$ cat src/rtl/core/hpd_pkg.sv
package hpd_pkg;

    // field and register widths
    localparam int YAW_W      = 16;
    localparam int TGT_W      = 16;
    localparam int BASE_W     = 13;
    localparam int RPM_W      = 16;
    localparam int GAIN_W     = 12;
    localparam int CMD_W      = 16;
    localparam int CFG_IDX_W  = 3;
    localparam int CFG_DATA_W = 16;

    // register indexes
    localparam logic [CFG_IDX_W-1:0] REG_TARGET_HEADING = 3'd0;
    localparam logic [CFG_IDX_W-1:0] REG_BASE_SPEED     = 3'd1;
    localparam logic [CFG_IDX_W-1:0] REG_MAX_RPM        = 3'd2;
    localparam logic [CFG_IDX_W-1:0] REG_GAIN_P         = 3'd3;
    localparam logic [CFG_IDX_W-1:0] REG_GAIN_I         = 3'd4;
    localparam logic [CFG_IDX_W-1:0] REG_GAIN_D         = 3'd5;

    // register reset values
    localparam logic signed [TGT_W-1:0] TARGET_RESET = 16'sd640;
    localparam logic [BASE_W-1:0]       BASE_RESET   = 13'd154;
    localparam logic [RPM_W-1:0]        RPM_RESET    = 16'd5000;
    localparam logic [GAIN_W-1:0]       GAIN_P_RESET = 12'd282;
    localparam logic [GAIN_W-1:0]       GAIN_I_RESET = 12'd26;
    localparam logic [GAIN_W-1:0]       GAIN_D_RESET = 12'd179;

    // angle and loop limits, 1/64 degree based
    localparam int HALF_TURN   = 11520;
    localparam int FULL_TURN   = 23040;
    localparam int DERIV_LIM   = 640;
    localparam int INTEG_LIM   = 25600;
    localparam int SPEED_LIMIT = 2000;
    localparam int PID_LIM_BASE = 51200;

    // motor geometry scale factors
    localparam int KW_W = 30;
    localparam int KV_W = 29;
    localparam logic [KW_W-1:0] KW_Q16 = 30'd564892008;
    localparam logic [KV_W-1:0] KV_Q8  = 29'd358726115;
    localparam logic [40:0]     SPEED_FULL = 41'd65536000;
    localparam logic [18:0]     V0_DIVISOR = 19'd125;

    typedef logic signed [CMD_W-1:0] cmd_t;

endpackage

$ cat src/rtl/core/heading_pid_differential_drive.sv
// heading pid controller for a differential-drive base
//
// input channel (s_valid/s_ready/s_yaw): one measured yaw sample per beat,
// 1/64 degree, two's complement. result channel (m_valid/m_ready): turn
// command, speed command and overspeed flag, one result beat per sample.
// configuration: cfg_wr_en/cfg_index/cfg_wdata write one register per cycle;
// the user writes only while no sample is in flight, the block does not enforce it.
//
// the block works on one sample at a time; a new sample can be taken in the
// cycle after the result is loaded. the work is done in steps: 12 steps for
// the pid gains, then, on the shared bit-serial multiply/divide unit, three
// multiplies (30, 13, 29 steps) and three 40-step restoring divides.
//
// reset (aresetn low, synchronous) restores the register defaults, clears the
// stored error and integral and drops m_valid. a result waits in the
// output register while m_ready is low; the next sample can be accepted and
// worked on meanwhile, and its result is held back until the register frees.
module heading_pid_differential_drive #(
    parameter int GAIN_FRAC_BITS = 8
) (
    input  logic                                  aclk,
    input  logic                                  aresetn,
    input  logic                                  cfg_wr_en,
    input  logic [hpd_pkg::CFG_IDX_W-1:0]         cfg_index,
    input  logic [hpd_pkg::CFG_DATA_W-1:0]        cfg_wdata,
    input  logic                                  s_valid,
    output logic                                  s_ready,
    input  logic signed [hpd_pkg::YAW_W-1:0]      s_yaw,
    output logic                                  m_valid,
    input  logic                                  m_ready,
    output logic signed [hpd_pkg::CMD_W-1:0]      m_turn_command,
    output logic signed [hpd_pkg::CMD_W-1:0]      m_speed_command,
    output logic                                  m_overspeed
);
    import hpd_pkg::*;

    localparam int ACC_W  = 64;
    localparam int OPA_W  = 40;
    localparam int DIV_W  = 40;
    localparam int DVSR_W = 19;
    localparam int CNT_W  = 6;
    localparam int PID_W  = 36;
    localparam int PROD_SHIFT = GAIN_FRAC_BITS + 9;   // 2560 = 5 * 2^9
    localparam logic signed [PID_W-1:0] PID_LIM =
        PID_W'(PID_LIM_BASE * (1 << GAIN_FRAC_BITS));

    localparam logic [3:0] ST_IDLE   = 4'd0;
    localparam logic [3:0] ST_PID    = 4'd1;
    localparam logic [3:0] ST_PCLAMP = 4'd2;
    localparam logic [3:0] ST_MUL1   = 4'd3;
    localparam logic [3:0] ST_DIV1   = 4'd4;
    localparam logic [3:0] ST_MUL2   = 4'd5;
    localparam logic [3:0] ST_DIV2   = 4'd6;
    localparam logic [3:0] ST_MUL3   = 4'd7;
    localparam logic [3:0] ST_DIV3   = 4'd8;
    localparam logic [3:0] ST_OUT    = 4'd9;

    // configuration
    logic signed [TGT_W-1:0] target_reg;
    logic [BASE_W-1:0]       base_reg;
    logic [RPM_W-1:0]        rpm_reg;
    logic [GAIN_W-1:0]       gain_p_reg;
    logic [GAIN_W-1:0]       gain_i_reg;
    logic [GAIN_W-1:0]       gain_d_reg;

    // controller state
    logic [3:0]              state_reg;
    logic [CNT_W-1:0]        cnt_reg;
    logic signed [15:0]      prev_err_reg;
    logic signed [15:0]      integ_reg;
    logic signed [21:0]      e40_reg;
    logic signed [15:0]      d40_reg;
    logic signed [PID_W-1:0] pid_reg;

    // shared serial unit
    logic [ACC_W-1:0]        acc_reg;
    logic [OPA_W-1:0]        opa_reg;
    logic [KW_W-1:0]         opb_reg;
    logic [DVSR_W-1:0]       rem_reg;
    logic [DVSR_W-1:0]       dvsr_reg;
    logic                    neg_w_reg;
    logic                    neg_v_reg;
    logic signed [24:0]      w_reg;
    logic signed [40:0]      v_reg;

    // output register
    logic                    m_valid_reg;
    cmd_t                    turn_reg;
    cmd_t                    speed_reg;
    logic                    over_reg;

    // front end: error, derivative, integral
    logic signed [17:0] diff_raw;
    logic signed [17:0] diff_wrap;
    logic signed [15:0] err;
    logic signed [16:0] err_delta;
    logic signed [21:0] deriv20;
    logic signed [10:0] deriv;
    logic signed [17:0] integ_sum;
    logic signed [15:0] integ_new;

    always_comb begin
        diff_raw = {{2{s_yaw[15]}}, s_yaw} - {{2{target_reg[15]}}, target_reg};
        if (diff_raw > HALF_TURN) begin
            diff_wrap = diff_raw - 18'sd23040;
        end else if (diff_raw < -HALF_TURN) begin
            diff_wrap = diff_raw + 18'sd23040;
        end else begin
            diff_wrap = diff_raw;
        end
        if (diff_wrap > 32767) begin
            err = 16'sh7fff;
        end else if (diff_wrap < -32768) begin
            err = -16'sh8000;
        end else begin
            err = diff_wrap[15:0];
        end
        err_delta = {err[15], err} - {prev_err_reg[15], prev_err_reg};
        deriv20 = ({{5{err_delta[16]}}, err_delta} <<< 4)
                + ({{5{err_delta[16]}}, err_delta} <<< 2);
        if (deriv20 > DERIV_LIM) begin
            deriv = 11'sd640;
        end else if (deriv20 < -DERIV_LIM) begin
            deriv = -11'sd640;
        end else begin
            deriv = deriv20[10:0];
        end
        integ_sum = {{2{integ_reg[15]}}, integ_reg} + {{2{err[15]}}, err}
                  + {{2{prev_err_reg[15]}}, prev_err_reg};
        if (integ_sum > INTEG_LIM) begin
            integ_new = 16'sd25600;
        end else if (integ_sum < -INTEG_LIM) begin
            integ_new = -16'sd25600;
        end else begin
            integ_new = integ_sum[15:0];
        end
    end

    // pid accumulate, one gain bit per cycle from the msb
    logic signed [PID_W-1:0] pid_term;
    logic signed [PID_W-1:0] pid_step;
    logic signed [PID_W-1:0] pid_clamped;
    logic [PID_W-1:0]        pid_mag;

    always_comb begin
        pid_term = '0;
        if (gain_p_reg[cnt_reg[3:0]]) begin
            pid_term = pid_term + PID_W'(e40_reg);
        end
        if (gain_i_reg[cnt_reg[3:0]]) begin
            pid_term = pid_term + PID_W'(integ_reg);
        end
        if (gain_d_reg[cnt_reg[3:0]]) begin
            pid_term = pid_term + PID_W'(d40_reg);
        end
        pid_step = (pid_reg <<< 1) + pid_term;
        if (pid_reg > PID_LIM) begin
            pid_clamped = PID_LIM;
        end else if (pid_reg < -PID_LIM) begin
            pid_clamped = -PID_LIM;
        end else begin
            pid_clamped = pid_reg;
        end
        pid_mag = pid_clamped[PID_W-1] ? PID_W'(-pid_clamped) : PID_W'(pid_clamped);
    end

    // shift-add multiply step and restoring divide step
    logic [ACC_W-1:0]  mul_acc;
    logic [DVSR_W:0]   div_trial;
    logic [DVSR_W:0]   div_sub;
    logic              div_ge;
    logic [DVSR_W-1:0] div_rem;
    logic [DIV_W-1:0]  div_q;
    logic [RPM_W-1:0]  rpm_eff;
    logic [DVSR_W-1:0] rpm5;
    logic signed [40:0] spd_diff;
    logic [OPA_W-1:0]  spd_mag;

    always_comb begin
        mul_acc = (acc_reg << 1) + (opb_reg[KW_W-1] ? ACC_W'(opa_reg) : '0);
        div_trial = {rem_reg, acc_reg[DIV_W-1]};
        div_sub = div_trial - {1'b0, dvsr_reg};
        div_ge = (div_trial >= {1'b0, dvsr_reg});
        div_rem = div_ge ? div_sub[DVSR_W-1:0] : div_trial[DVSR_W-1:0];
        div_q = {acc_reg[DIV_W-2:0], div_ge};
        rpm_eff = (rpm_reg == '0) ? RPM_W'(1) : rpm_reg;
        rpm5 = ({3'b000, rpm_eff} << 2) + {3'b000, rpm_eff};
        // reduced speed factor, 65536000 - |w_q16|
        spd_diff = $signed(SPEED_FULL - {1'b0, div_q});
        spd_mag = spd_diff[40] ? OPA_W'(-spd_diff) : OPA_W'(spd_diff);
    end

    // output formatting
    logic signed [41:0] v_plus_w;
    logic signed [41:0] v_minus_w;
    cmd_t               turn_sat;
    cmd_t               speed_sat;

    always_comb begin
        v_plus_w = 42'(v_reg) + 42'(w_reg);
        v_minus_w = 42'(v_reg) - 42'(w_reg);
        if (w_reg > 32767) begin
            turn_sat = 16'sh7fff;
        end else if (w_reg < -32768) begin
            turn_sat = -16'sh8000;
        end else begin
            turn_sat = w_reg[15:0];
        end
        if (v_reg > 32767) begin
            speed_sat = 16'sh7fff;
        end else if (v_reg < -32768) begin
            speed_sat = -16'sh8000;
        end else begin
            speed_sat = v_reg[15:0];
        end
    end

    logic last_step;
    assign last_step = (cnt_reg == '0);

    always_ff @(posedge aclk) begin
        if (!aresetn) begin
            target_reg   <= TARGET_RESET;
            base_reg     <= BASE_RESET;
            rpm_reg      <= RPM_RESET;
            gain_p_reg   <= GAIN_P_RESET;
            gain_i_reg   <= GAIN_I_RESET;
            gain_d_reg   <= GAIN_D_RESET;
            state_reg    <= ST_IDLE;
            cnt_reg      <= '0;
            prev_err_reg <= '0;
            integ_reg    <= '0;
            m_valid_reg  <= 1'b0;
        end else begin
            if (cfg_wr_en) begin
                unique case (cfg_index)
                    REG_TARGET_HEADING: target_reg <= $signed(cfg_wdata[TGT_W-1:0]);
                    REG_BASE_SPEED:     base_reg   <= cfg_wdata[BASE_W-1:0];
                    REG_MAX_RPM:        rpm_reg    <= cfg_wdata[RPM_W-1:0];
                    REG_GAIN_P:         gain_p_reg <= cfg_wdata[GAIN_W-1:0];
                    REG_GAIN_I:         gain_i_reg <= cfg_wdata[GAIN_W-1:0];
                    REG_GAIN_D:         gain_d_reg <= cfg_wdata[GAIN_W-1:0];
                    default: ;
                endcase
            end

            if (m_valid_reg && m_ready) begin
                m_valid_reg <= 1'b0;
            end

            unique case (state_reg)
                ST_IDLE: begin
                    if (s_valid) begin
                        prev_err_reg <= err;
                        integ_reg    <= integ_new;
                        e40_reg      <= ({{6{err[15]}}, err} <<< 5)
                                      + ({{6{err[15]}}, err} <<< 3);
                        d40_reg      <= ({{5{deriv[10]}}, deriv} <<< 5)
                                      + ({{5{deriv[10]}}, deriv} <<< 3);
                        pid_reg      <= '0;
                        cnt_reg      <= CNT_W'(GAIN_W - 1);
                        state_reg    <= ST_PID;
                    end
                end
                ST_PID: begin
                    pid_reg <= pid_step;
                    cnt_reg <= cnt_reg - 1'b1;
                    if (last_step) begin
                        state_reg <= ST_PCLAMP;
                    end
                end
                ST_PCLAMP: begin
                    // |pid| * KW, sign carried aside
                    neg_w_reg <= pid_clamped[PID_W-1];
                    opa_reg   <= OPA_W'(pid_mag);
                    opb_reg   <= KW_Q16;
                    acc_reg   <= '0;
                    cnt_reg   <= CNT_W'(KW_W - 1);
                    state_reg <= ST_MUL1;
                end
                ST_MUL1: begin
                    acc_reg <= mul_acc;
                    opb_reg <= opb_reg << 1;
                    cnt_reg <= cnt_reg - 1'b1;
                    if (last_step) begin
                        acc_reg   <= ACC_W'(mul_acc[DIV_W-1+PROD_SHIFT:PROD_SHIFT]);
                        rem_reg   <= '0;
                        dvsr_reg  <= rpm5;
                        cnt_reg   <= CNT_W'(DIV_W - 1);
                        state_reg <= ST_DIV1;
                    end
                end
                ST_DIV1: begin
                    acc_reg <= {acc_reg[ACC_W-1:DIV_W], div_q};
                    rem_reg <= div_rem;
                    cnt_reg <= cnt_reg - 1'b1;
                    if (last_step) begin
                        // div_q is |w_q16|
                        w_reg     <= neg_w_reg ? -$signed({1'b0, div_q[DIV_W-1:16]})
                                               : $signed({1'b0, div_q[DIV_W-1:16]});
                        neg_v_reg <= spd_diff[40];
                        opa_reg   <= spd_mag;
                        opb_reg   <= {base_reg, {(KW_W - BASE_W){1'b0}}};
                        acc_reg   <= '0;
                        cnt_reg   <= CNT_W'(BASE_W - 1);
                        state_reg <= ST_MUL2;
                    end
                end
                ST_MUL2: begin
                    acc_reg <= mul_acc;
                    opb_reg <= opb_reg << 1;
                    cnt_reg <= cnt_reg - 1'b1;
                    if (last_step) begin
                        // divide by 64000 = 2^9 * 125
                        acc_reg   <= ACC_W'(mul_acc[DIV_W+8:9]);
                        rem_reg   <= '0;
                        dvsr_reg  <= V0_DIVISOR;
                        cnt_reg   <= CNT_W'(DIV_W - 1);
                        state_reg <= ST_DIV2;
                    end
                end
                ST_DIV2: begin
                    acc_reg <= {acc_reg[ACC_W-1:DIV_W], div_q};
                    rem_reg <= div_rem;
                    cnt_reg <= cnt_reg - 1'b1;
                    if (last_step) begin
                        opa_reg   <= div_q;
                        opb_reg   <= {KV_Q8, {(KW_W - KV_W){1'b0}}};
                        acc_reg   <= '0;
                        cnt_reg   <= CNT_W'(KV_W - 1);
                        state_reg <= ST_MUL3;
                    end
                end
                ST_MUL3: begin
                    acc_reg <= mul_acc;
                    opb_reg <= opb_reg << 1;
                    cnt_reg <= cnt_reg - 1'b1;
                    if (last_step) begin
                        acc_reg   <= ACC_W'(mul_acc[ACC_W-1:28]);
                        rem_reg   <= '0;
                        dvsr_reg  <= DVSR_W'(rpm_eff);
                        cnt_reg   <= CNT_W'(DIV_W - 1);
                        state_reg <= ST_DIV3;
                    end
                end
                ST_DIV3: begin
                    acc_reg <= {acc_reg[ACC_W-1:DIV_W], div_q};
                    rem_reg <= div_rem;
                    cnt_reg <= cnt_reg - 1'b1;
                    if (last_step) begin
                        v_reg     <= neg_v_reg ? -$signed({1'b0, div_q})
                                               : $signed({1'b0, div_q});
                        state_reg <= ST_OUT;
                    end
                end
                ST_OUT: begin
                    // hold until the output register is free
                    if (!m_valid_reg || m_ready) begin
                        turn_reg    <= turn_sat;
                        speed_reg   <= speed_sat;
                        over_reg    <= (v_plus_w > SPEED_LIMIT) || (v_minus_w > SPEED_LIMIT);
                        m_valid_reg <= 1'b1;
                        state_reg   <= ST_IDLE;
                    end
                end
                default: state_reg <= ST_IDLE;
            endcase
        end
    end

    assign s_ready         = (state_reg == ST_IDLE);
    assign m_valid         = m_valid_reg;
    assign m_turn_command  = turn_reg;
    assign m_speed_command = speed_reg;
    assign m_overspeed     = over_reg;

endmodule

$ cat config.mk
export PLATFORM = sky130hd
export DESIGN_NAME = heading_pid_differential_drive
export DESIGN_NICKNAME = d
export VERILOG_FILES = /design/src/rtl/core/hpd_pkg.sv /design/src/rtl/core/heading_pid_differential_drive.sv
export SDC_FILE = /design/constraint.sdc
export NUM_CORES = 2
export LEC_CHECK = 0
export BUFFER_PORTS_ARGS = -buffer_cell sky130_fd_sc_hd__buf_2
export CAP_MARGIN = 20
export CORE_UTILIZATION = 65
export DETAILED_ROUTE_END_ITERATION = 10
export PLACE_DENSITY = 0.84
export SETUP_SLACK_MARGIN = 0.2
export SYNTH_ARGS = -nofsm -noshare
export SYNTH_HDL_FRONTEND = slang
export SYNTH_SLANG_ARGS = --single-unit
$ cat constraint.sdc
create_clock -name aclk -period 12.52 [get_ports aclk]
set_clock_uncertainty 0.1 [all_clocks]
set_input_delay 1.878 -clock aclk [delete_from_list [all_inputs] [get_ports aclk]]
set_output_delay 1.878 -clock aclk [all_outputs]
set_load 0.005 [all_outputs]
==> flow_summary.ini <==
[power]
power.density_mw_per_mm2 = 268
power.total_mw = 12.0
peakVddDrop_mv = 0.510
power_leakage_nw = 18.0

[worst_setup_path]
end_kind = register
cp_max_fo = 17
cp_slowest_stage_delay_ns = 0.57
path_class = primary input to register
rr_startpoint = target_reg[0]
crit_path_top_delay_cell = or4_1
cp_data_arrival_time_ns = 11.87
startpoint_type = primary input
crit_start = s_yaw[0]
crit_top_cell = a21oi_1
worstPathRequired_ns = 12.81

[logic_synthesis]
yosys_warnings = 0
syn_avg_cell_area_um2 = 8.16
ys_seq_area_frac = 0.300
netlist_area_mm2 = 0.0420
async_reset_ff_frac = 0
syn_nets = 5536
yosysUniqueCellTypes = 108
ys_ff_latch = 461
ys.flop_type = edfxtp_1
synth_edf_count = 337
postSynthCellCount = 5140

[cts]
cts_tree = yes
clk_latency_ns = 0.66
root_buffer = clkbuf_16
cts_buffers = 53
cts.sinks = 461
htreeDepth = 2
postCtsHoldBufs = 0
path_clk_slew_ns = 0.06
clk_path_buf_depth = 3

[timing]
worstMarginPinSlew_ns = 1.18
fin_crit_sh = 0.925
relSlewSlack = 0.203
rsz0062_at_grt = no
period_needed_ns = 11.58
drv_slew = 0
setup_ws_ns = 0.937
tns_ns = 0
fmax_ghz = 0.0863
setup_viol = 0
hold_violations = 0

[cells_and_area]
stdcell_count = 5975
drive_above_1_share = 0.0690
largest_reg_flops = 63
num-fill-cells = 4946
stdcell_area_mm2 = 0.0450
nets = 5480
layout_commonest_cell = nand2_1
syn_to_final_growth_pct = 7.19
layout_common_cells = nand2_1 (606), nor2_1 (430), a21oi_1 (394), edfxtp_1 (337), ha_1 (326)

[routing]
drt_pass1_iterations = 8
topRoutingLayerUsed = met5
routed-wl-met2_um = 55800
post_drt_wl_per_cell_um = 20.4
vias = 39500
detail-route-antenna-nets = 0
met1_length_um = 47500
wl_um = 122000
drtIter0Drc = 4447
wl_met3_um = 11200
avgViaCountPerCell = 6.60
drc_errors = 0

[place]
place_area_mm2 = 0.0430
dp_slack_ns = 0.339
portBuffers = 74
numPlacedInstances = 5868
place.detailed.hpwl_um = 90700
routabilityCongestion = 1.00

[grt]
grt_pass1_wl_um = 195000
grt_antenna_before_repair = 1
grt_pass1_vias = 37200
grt_max_degree = 72
overflow = 0
grt_use_total = 0.362

[floorplan]
coreArea_mm2 = 0.0634
start_util = 0.661
die_h_um = 256
rows = 92
fp.dieW_um = 256
dieArea_mm2 = 0.0656
pin_count = 75

[min_path]
min_path_type = register to register
hp-start = gain_p_reg[7]

[run]
cap_viol_max_count = 0

[outcome]
outcome = complete, no violations
report_power, final:
group          switching, mW  internal [mW]
clock network          0.706          0.965
registers              0.311           2.00
logic                   4.85           3.21
total                   5.86           6.18
metal layers:
| layer | global-route usage | vias up |
|---|---|---|
| li1 | - | 18600 |
| met1 | 0.448 | 18300 |
| met2 | 0.594 | 2101 |
| met3 | 0.0723 | 500 |
| met4 | 0.198 | 2 |
| met5 | 0 | - |
stage by stage:
step | hold WS (ns) | util
CTS | 0.357 | 0.708
global placement | 0.333 | 0.678
global route | 0.377 | 0.709
finish | 0.357 | 0.709
detailed placement | 0.342 | 0.678
floorplan | 0.325 | -
Yosys cell counts (14+ instances only):
library cell | n | share of area
nand2_1 | 606 | 0.054
nor2_1 | 436 | 0.039
a21oi_1 | 397 | 0.047
edfxtp_1 | 337 | 0.24
ha_1 | 326 | 0.097
inv_1 | 306 | 0.027
o21ai_0 | 305 | 0.036
xnor2_1 | 243 | 0.051
clkbuf_1 | 230 | 0.021
nand3_1 | 152 | 0.018
dfxtp_1 | 124 | 0.059
xor2_1 | 123 | 0.026
a21o_1 | 121 | 0.022
nor3_1 | 107 | 0.013
and2_1 | 90 | 0.013
nand2b_1 | 68 | 0.010
o21a_1 | 65 | 0.012
a31oi_1 | 59 | 0.0088
nor2b_1 | 58 | 0.0086
nand4_1 | 56 | 0.0084
a21boi_0 | 54 | 0.0097
o31ai_1 | 54 | 0.0097
nor4_1 | 48 | 0.0072
or3_1 | 46 | 0.0069
a211oi_1 | 42 | 0.0075
and3_1 | 42 | 0.0063
o211ai_1 | 37 | 0.0066
o21bai_1 | 37 | 0.0066
or2_2 | 37 | 0.0055
o22ai_1 | 32 | 0.0048
fa_1 | 30 | 0.014
a22o_1 | 29 | 0.0061
or4_1 | 29 | 0.0052
mux2i_1 | 26 | 0.0062
o221ai_1 | 23 | 0.0048
a211o_1 | 20 | 0.0042
a22oi_1 | 16 | 0.0029
nor3b_1 | 16 | 0.0029
o2111ai_1 | 16 | 0.0033
a221o_1 | 15 | 0.0036
buf_1 | 15 | 0.0013
a2111oi_0 | 14 | 0.0029
o31a_1 | 14 | 0.0029
critical path, delay by kind of cell:
| kind | cells | cell delay (ns) |
|---|---|---|
| buf+inv | 4 | 0.49 |
| fa+ha+maj | 6 | 1.63 |
| xor+xnor | 1 | 0.13 |
| mux | 1 | 0.28 |
| simple gates | 13 | 2.97 |
| compound gates | 22 | 4.47 |
what timing repair did:
item                       in CTS  in global routing
setup buffers                   0                  3
setup endpoints to repair       0                  3
resized for setup               0                  1
cells by family (layout without fill, tap and decap cells):
kind of cell	count (synthesis)	count (layout)	share of synthesized area
compound gates	1501	1501	0.236
xor+xnor	367	367	0.0769
fa+ha+maj	357	357	0.112
buf+inv	565	553	0.0510
flops	461	461	0.300
mux	43	43	0.0129
other cells	0	1	0
simple gates	1846	1846	0.211
area by class of cell:
type                       count  area [um2]  share of cell area
timing repair buffer         144         918              0.0204
tap                          846        1060              0.0235
inverter                     310        1160              0.0259
multi-input combinational   4114       27300               0.608
sequential                   461       12600               0.280
clock buffer                  61        1410              0.0313
antenna                        1        2.50           0.0000556
clock inverter                38         467              0.0104
path summary, 6_finish.rpt:
kind	to	slack (ns)	cells past startpoint
max	d40_reg[14]	0.94	47
min	gain_p_reg[7]	0.36	2
max reg2reg	d40_reg[14]	1.86	45
min reg2reg	gain_p_reg[7]	0.36	2
Note: power is estimated with default switching activity, not from simulation.
